`src/hdl/segment_pair_intersection_unit_assert.svh`:
```
// ---------------------------------------------------------------------------
// Assertion macros for the segment pair intersection unit.
// ---------------------------------------------------------------------------
`ifndef SEGMENT_PAIR_INTERSECTION_UNIT_ASSERT_SVH
`define SEGMENT_PAIR_INTERSECTION_UNIT_ASSERT_SVH

// Implication checked in the same cycle.
`define SPI_ASSERT_NOW(lbl, pre, post, msg) \
   lbl: assert property (@(posedge clock) disable iff (reset) (pre) |-> (post)) \
      else $error(msg);

// Implication checked in the following cycle or after an explicit delay.
`define SPI_ASSERT_NEXT(lbl, pre, post, msg) \
   lbl: assert property (@(posedge clock) disable iff (reset) (pre) |=> (post)) \
      else $error(msg);

`endif

```
`src/hdl/spi_pkg.sv`:
```
`timescale 1ns / 1ps
// ---------------------------------------------------------------------------
// spi_pkg
// Shared widths, item types and helpers of the segment pair intersection unit.
// ---------------------------------------------------------------------------
package spi_pkg;

   localparam int CoordBits   = 16;
   localparam int DiffBits    = CoordBits + 1;
   localparam int ProdBits    = 2 * DiffBits;
   localparam int OrientBits  = ProdBits + 1;
   localparam int LineBits    = 2 * CoordBits + 2;
   localparam int DetBits     = 2 * CoordBits + 3;
   localparam int DetMagBits  = DetBits - 1;
   localparam int NumBits     = 3 * CoordBits + 3;
   localparam int NumMagBits  = NumBits - 1;
   localparam int QuoBits     = CoordBits + 1;
   localparam int PointBits   = QuoBits + 1;
   localparam int FrontStages = 3;
   localparam int Latency     = FrontStages + QuoBits + 1;

   typedef logic signed [CoordBits-1:0] coord_type;
   typedef logic signed [PointBits-1:0] point_type;

   typedef struct packed {
      coord_type first_start_x;
      coord_type first_start_y;
      coord_type first_end_x;
      coord_type first_end_y;
      coord_type second_start_x;
      coord_type second_start_y;
      coord_type second_end_x;
      coord_type second_end_y;
   } spi_req_type;

   typedef struct packed {
      logic      segments_touch;
      logic      has_lattice_point;
      coord_type cross_x;
      coord_type cross_y;
   } spi_rsp_type;

   // Data handed from one divider cell to the next.
   typedef struct packed {
      logic                  valid;
      logic                  touch;
      logic                  ovf;
      logic                  neg_x;
      logic                  neg_y;
      logic [DetMagBits-1:0] divisor;
      logic [DetMagBits-1:0] rem_x;
      logic [DetMagBits-1:0] rem_y;
      logic [QuoBits-1:0]    low_x;
      logic [QuoBits-1:0]    low_y;
      logic [QuoBits-1:0]    quo_x;
      logic [QuoBits-1:0]    quo_y;
      spi_req_type           pair;
   } spi_cell_type;

   function automatic point_type widen(input coord_type c);
      widen = PointBits'(c);
   endfunction

   // Point p lies inside the bounding box of segment a-b.
   function automatic logic in_box(input point_type px, input point_type py,
                                   input coord_type ax, input coord_type ay,
                                   input coord_type bx, input coord_type by);
      point_type axw, ayw, bxw, byw;
      logic      okx, oky;
      axw = widen(ax);
      ayw = widen(ay);
      bxw = widen(bx);
      byw = widen(by);
      okx = ((px <= axw) || (px <= bxw)) && ((px >= axw) || (px >= bxw));
      oky = ((py <= ayw) || (py <= byw)) && ((py >= ayw) || (py >= byw));
      in_box = okx && oky;
   endfunction

endpackage

```
`src/hdl/spi_div_cell.sv`:
```
`timescale 1ns / 1ps
// ---------------------------------------------------------------------------
// spi_div_cell
// One restoring division step for both numerators against the determinant.
// ---------------------------------------------------------------------------
module spi_div_cell
   import spi_pkg::*;
(
   input  logic         clock,
   input  logic         reset,
   input  spi_cell_type in_cell,
   output spi_cell_type out_cell
);

   logic                valid_ff;
   spi_cell_type        data_ff;
   spi_cell_type        data_in;
   logic [DetMagBits:0] tx, ty, dv;
   logic                gx, gy;

   always_comb begin
      dv = {1'b0, in_cell.divisor};
      tx = {in_cell.rem_x, in_cell.low_x[QuoBits-1]};
      ty = {in_cell.rem_y, in_cell.low_y[QuoBits-1]};
      gx = (tx >= dv);
      gy = (ty >= dv);
      data_in = in_cell;
      data_in.rem_x = gx ? DetMagBits'(tx - dv) : tx[DetMagBits-1:0];
      data_in.rem_y = gy ? DetMagBits'(ty - dv) : ty[DetMagBits-1:0];
      data_in.low_x = {in_cell.low_x[QuoBits-2:0], 1'b0};
      data_in.low_y = {in_cell.low_y[QuoBits-2:0], 1'b0};
      data_in.quo_x = {in_cell.quo_x[QuoBits-2:0], gx};
      data_in.quo_y = {in_cell.quo_y[QuoBits-2:0], gy};
   end

   always_ff @(posedge clock) begin
      if (reset) begin
         valid_ff <= 1'b0;
      end else begin
         valid_ff <= in_cell.valid;
      end
   end

   always_ff @(posedge clock) begin
      data_ff <= data_in;
   end

   always_comb begin
      out_cell = data_ff;
      out_cell.valid = valid_ff;
   end

endmodule

```
`config.mk`:
```
export PLATFORM = sky130hd
export DESIGN_NAME = spi_div_cell
export DESIGN_NICKNAME = d
export VERILOG_FILES = /design/src/hdl/segment_pair_intersection_unit_assert.svh /design/src/hdl/spi_pkg.sv /design/src/hdl/spi_div_cell.sv
export SDC_FILE = /design/constraint.sdc
export NUM_CORES = 1
export LEC_CHECK = 0
export BUFFER_PORTS_ARGS = -buffer_cell sky130_fd_sc_hd__buf_2
export CORE_AREA = 8 8 230 232
export DETAILED_ROUTE_END_ITERATION = 8
export DIE_AREA = 0 0 238 240
export HOLD_SLACK_MARGIN = 0.12
export SLEW_MARGIN = 40
export SYNTH_ARGS = -nofsm -noshare
export SYNTH_HDL_FRONTEND = slang
export SYNTH_SLANG_ARGS = --single-unit
```
`constraint.sdc`:
```
create_clock -name clock -period 4.49 [get_ports clock]
set_input_delay 0.6735 -clock clock [delete_from_list [all_inputs] [get_ports clock]]
set_output_delay 0.6735 -clock clock [all_outputs]
set_load 0.1 [all_outputs]
```
Word level (Yosys, flattened, before mapping)
Index checks and enable logic that the tools add are counted.
W data, S select, Z words.
{"block": "totals", "register_bits": 301, "latch_bits": 0, "ram_bits": 0, "romBits": 0, "in_bits": 305, "out_inout_bits": 303, "wordCells": 26, "n_memories": 0}
{"block": "op_classes", "n_addsub": 2, "mul": 0, "div_mod_pow": 0, "order_cmp": 2, "n_eq_ne": 0, "n_shift": 0, "muxes": 2, "bitwise": 0, "reduce_logical": 0}
{"operator": "$ge A35 B34 Y1", "count": 2}
{"operator": "$mux W34", "count": 2}
{"operator": "$sub A34 B34 Y34", "count": 2}

Logic depth before layout (Yosys ltp)
{"block": "depth", "word_depth": 2, "mapped_depth": 13, "ltp_nobuf": 12}

Worst setup path before layout
Ideal clock, no wire load.
{"block": "synth_timing", "kind": "input to register", "start": "in in_cell[280] (netlist name)", "end": "reg data_ff, in the netlist out_cell[221]", "arrival_ps": 3305, "required_time_ps": 4369, "path_slack_ps": 1064, "path_stages": 11, "path_buffers": 1, "cell_sequence": "inv_1 -> ha_1 -> a21o_1 -> a21o_1 -> a2111oi_4 -> a31oi_1 -> a211o_2 -> a21o_1 -> a31oi_4 -> buf_6 -> mux2_2"}
{"element": "from (decl)", "line": "spi_div_cell.sv:11", "text": "input spi_cell_type in_cell,"}
{"element": "to (signal assigned)", "line": "spi_div_cell.sv:45", "text": "data_ff <= data_in;"}
{"element": "to (decl)", "line": "spi_div_cell.sv:16", "text": "spi_cell_type data_ff;"}

==> results.txt <==
hold-critical path endpoint: out_cell[177]
switching power share of the total: 41.5%
Critical Path Sink Type: flop
top area cells in the synthesized netlist: dfxtp_1, ha_1, mux2_2
number of rows created at floorplan: 82
Psw: 3790 uW
Seq pwr share: 32.6%
critical setup path kind: input port to flop
max frequency: 286 MHz
grt total ovfl: 0
cell internal power dissipation: 5350 uW
Bufs and invs on worst path: 4
cell at the slowest stage of the critical path: ha_1
startpoint type of the worst setup path: input port
count of flip-flops with a built-in enable after synthesis: 0
maximum clock path buffer count: 3
antenna viol nets, final: 0
drt first pass iters: 4
number of failing setup endpoints in the final timing report: 0
kind of path behind the tightest hold check: input port to flop
critical path launch point: in_cell[274]
Core Footprint: 49,500 um^2
cell-by-cell trace of the critical path: buf_2 > inv_1 > ha_1 > nand4_1 > or2_2 > a311o_1 > a31o_2 > o21ai_1 > a31oi_2 > inv_2 > buf_12 > mux2_2
number of library cell types mapped by synthesis: 68
Layout Area Growth over Synthesis: 47.0%
number of buffers created by CTS: 37
crit-path max FO: 27
cell with the most instances after synthesis: dfxtp_1
number of input and output port buffers inserted: 603
beginning of the worst hold path: in_cell[176]
max-cap check violation count: 0
final clock period utilization by the worst path: 78.0%
fin crit period: 3500 ps
post-detailed-route wirelength per cell: 23.6 um
leak pwr: 0.00784 uW
Total GRT Usage: 18.4%
result of the run: finished clean
Min Hold Slack: 228 ps
leading cell types by count after synthesis: dfxtp_1, a21oi_1, ha_1
fraction of final layout cells sized beyond drive strength 1: 44.3%
Die Footprint: 57,100 um^2
count of nets after finishing: 2,023
cell count after synthesis: 1,016
Filler cells: 5,195
Max transition margin: 53.5%
part of the total power dissipated in the clock network: 33.6%
fraction of post-synthesis cell area in the top cell type by area: 55.2%
Final Max Slew Viols: 0
setup TNS after final layout: 0 ps
uppermost layer routed: met5
Initial Utilization: 22.1%
dominant cell type by area after synthesis: dfxtp_1
Clock Root Buffer: clkbuf_16
worst IR drop on VDD: 0.000357 V
vias in the first global route: 10.5k
Hold Path Stages: 1
Worst EP arrival: 3920 ps
largest net degree at the start of global routing: 28
proportion of synthesized chip area in sequential cells: 55.2%
detailed-route DRC error count: 0
wire length of the first global-routing pass: 76.5 mm
number of hold violations in the final report: 0
number of antenna violations at the first check in global routing: 26
met3 WL: 4.22 mm
delay contributed by the slowest stage of the critical path: 410 ps
Req. time, crit path: 4910 ps
average footprint of a synthesized cell: 10.7 um^2
actual slew at the worst max-slew pin: 681 ps
number of H-tree branching levels: 2
routed wire length: 55.6 mm
fraction of the core area covered by cells at the end of the flow: 32.5%
detailed-routing wirelength on met1: 21.3 mm
half-perimeter wire length of the detailed placement result: 47.7 mm
final estimated routing congestion in global placement: 0.911
power per standard cell area: 569 nW/um^2
Iter 0 DRT Violations: 373
vias per std cell: 4.27
number of synthesized register bits: 301
total of hold buffers inserted after clock tree synthesis: 0
buffer count from post-CTS setup fixing: 0
clock net sink count: 301
clock-pin slew reported for the worst setup and hold paths after clock tree synthesis: 60 ps
dominant synthesized flop cell: dfxtp_1
clock tree from TritonCTS: built
number of gates given a new drive strength after cts: 0
via count: 10.1k
die width: 238 um
setup repair after global routing missed its margin: false
share of power burned in combinational logic: 33.8%
synthesized area: 10,900 um^2
met2 wire length: 29.1 mm
async set or reset register ratio after synthesis: 0%
Die Y-Extent: 240 um
number of warnings issued by yosys: 0
I/O pin count: 608
category of cells accounting for the largest share of critical-path delay: compound AO/OA/AOI/OAI gates
registers in the layout, summed over array words and instances, names as in the netlist:
name	cells
out_cell	300
valid_ff	1
worst max-delay path by stage:
stage                         end  slack, ps  depth (start not counted)
finish              out_cell[240]        990                         12
global route        out_cell[208]        820                         13
CTS                 out_cell[240]       1010                         12
detailed placement  out_cell[248]        440                         12
global placement    out_cell[240]        470                         12
floorplan           out_cell[221]       1060                         11
power by group through the flow:
stage | clock [uW] | combinational, uW | sequential, uW
global route | 3270 | 3220 | 3000
floorplan | 0 | 641 | 4820
finish | 3070 | 3090 | 2980
detailed placement | 0 | 3110 | 3040
CTS | 3160 | 3120 | 2980
global placement | 0 | 3110 | 3030
per-layer routing:
layer	vias to the layer above	global-route usage, %
met3	74	6.17
li1	4857	-
met5	-	0
met4	14	3.41
met2	368	34.6
met1	4754	20.1
area by class of cell:
cell class | instances | area (um^2) | share of cell area, %
antenna | 10 | 25.0 | 0.156
clock buffer | 44 | 992 | 6.18
clock inverter | 22 | 244 | 1.52
inverter | 61 | 229 | 1.43
multi-input combinational | 628 | 4530 | 28.2
sequential | 301 | 6030 | 37.5
tap | 672 | 841 | 5.24
timing repair buffer | 619 | 3160 | 19.7
stage by stage:
stage / std cells / cell area [um^2] / setup WS (ps) / power (uW)
2_1_floorplan: 1017 / 10900 / 1060 / 5460
3_3_place_gp: 2281 / 14800 / 467 / 6140
3_5_place_dp: 2281 / 14800 / 436 / 6150
4_1_cts: 2347 / 16000 / 1010 / 9270
5_1_grt: 2347 / 16000 / 821 / 9490
6_report: 2357 / 16000 / 987 / 9130
cell families (layout without fill, tap and decap cells):
kind of cell,count (synthesis),count (layout),synth area share [%]
buffers and inverters,88,746,3.39
XOR/XNOR,51,51,4.09
other,1,12,0.0343
AND/OR/NAND/NOR,211,211,9.23
adder cells (fa/ha/maj),70,70,8.16
flip-flops,301,301,55.2
multiplexers,49,49,5.00
AO/OA/AOI/OAI,245,245,14.9
layout by cell type (no fill, tap or decap), types with 5 or more instances in the layout:
cell type	n
buf_2	603
dfxtp_1	301
a21oi_1	87
ha_1	68
nor2_1	66
inv_1	60
nand2_1	54
mux2_2	44
a21o_1	37
clkbuf_16	37
o21ai_0	33
xnor2_1	33
nand3_1	18
xor2_1	18
buf_4	14
nor3_1	13
nand4_1	11
diode_2	10
o211ai_1	9
o21bai_1	9
nor2b_1	8
o21a_1	7
a31oi_1	7
clkinv_2	7
nand2b_1	6
clkinvlp_4	6
and2_1	5
and3_1	5
a2111oi_0	5
a211oi_1	5
or2_2	5
mux2i_1	5
nor4_1	5
a31o_2	5
Note: power is estimated with default switching activity, not from simulation.
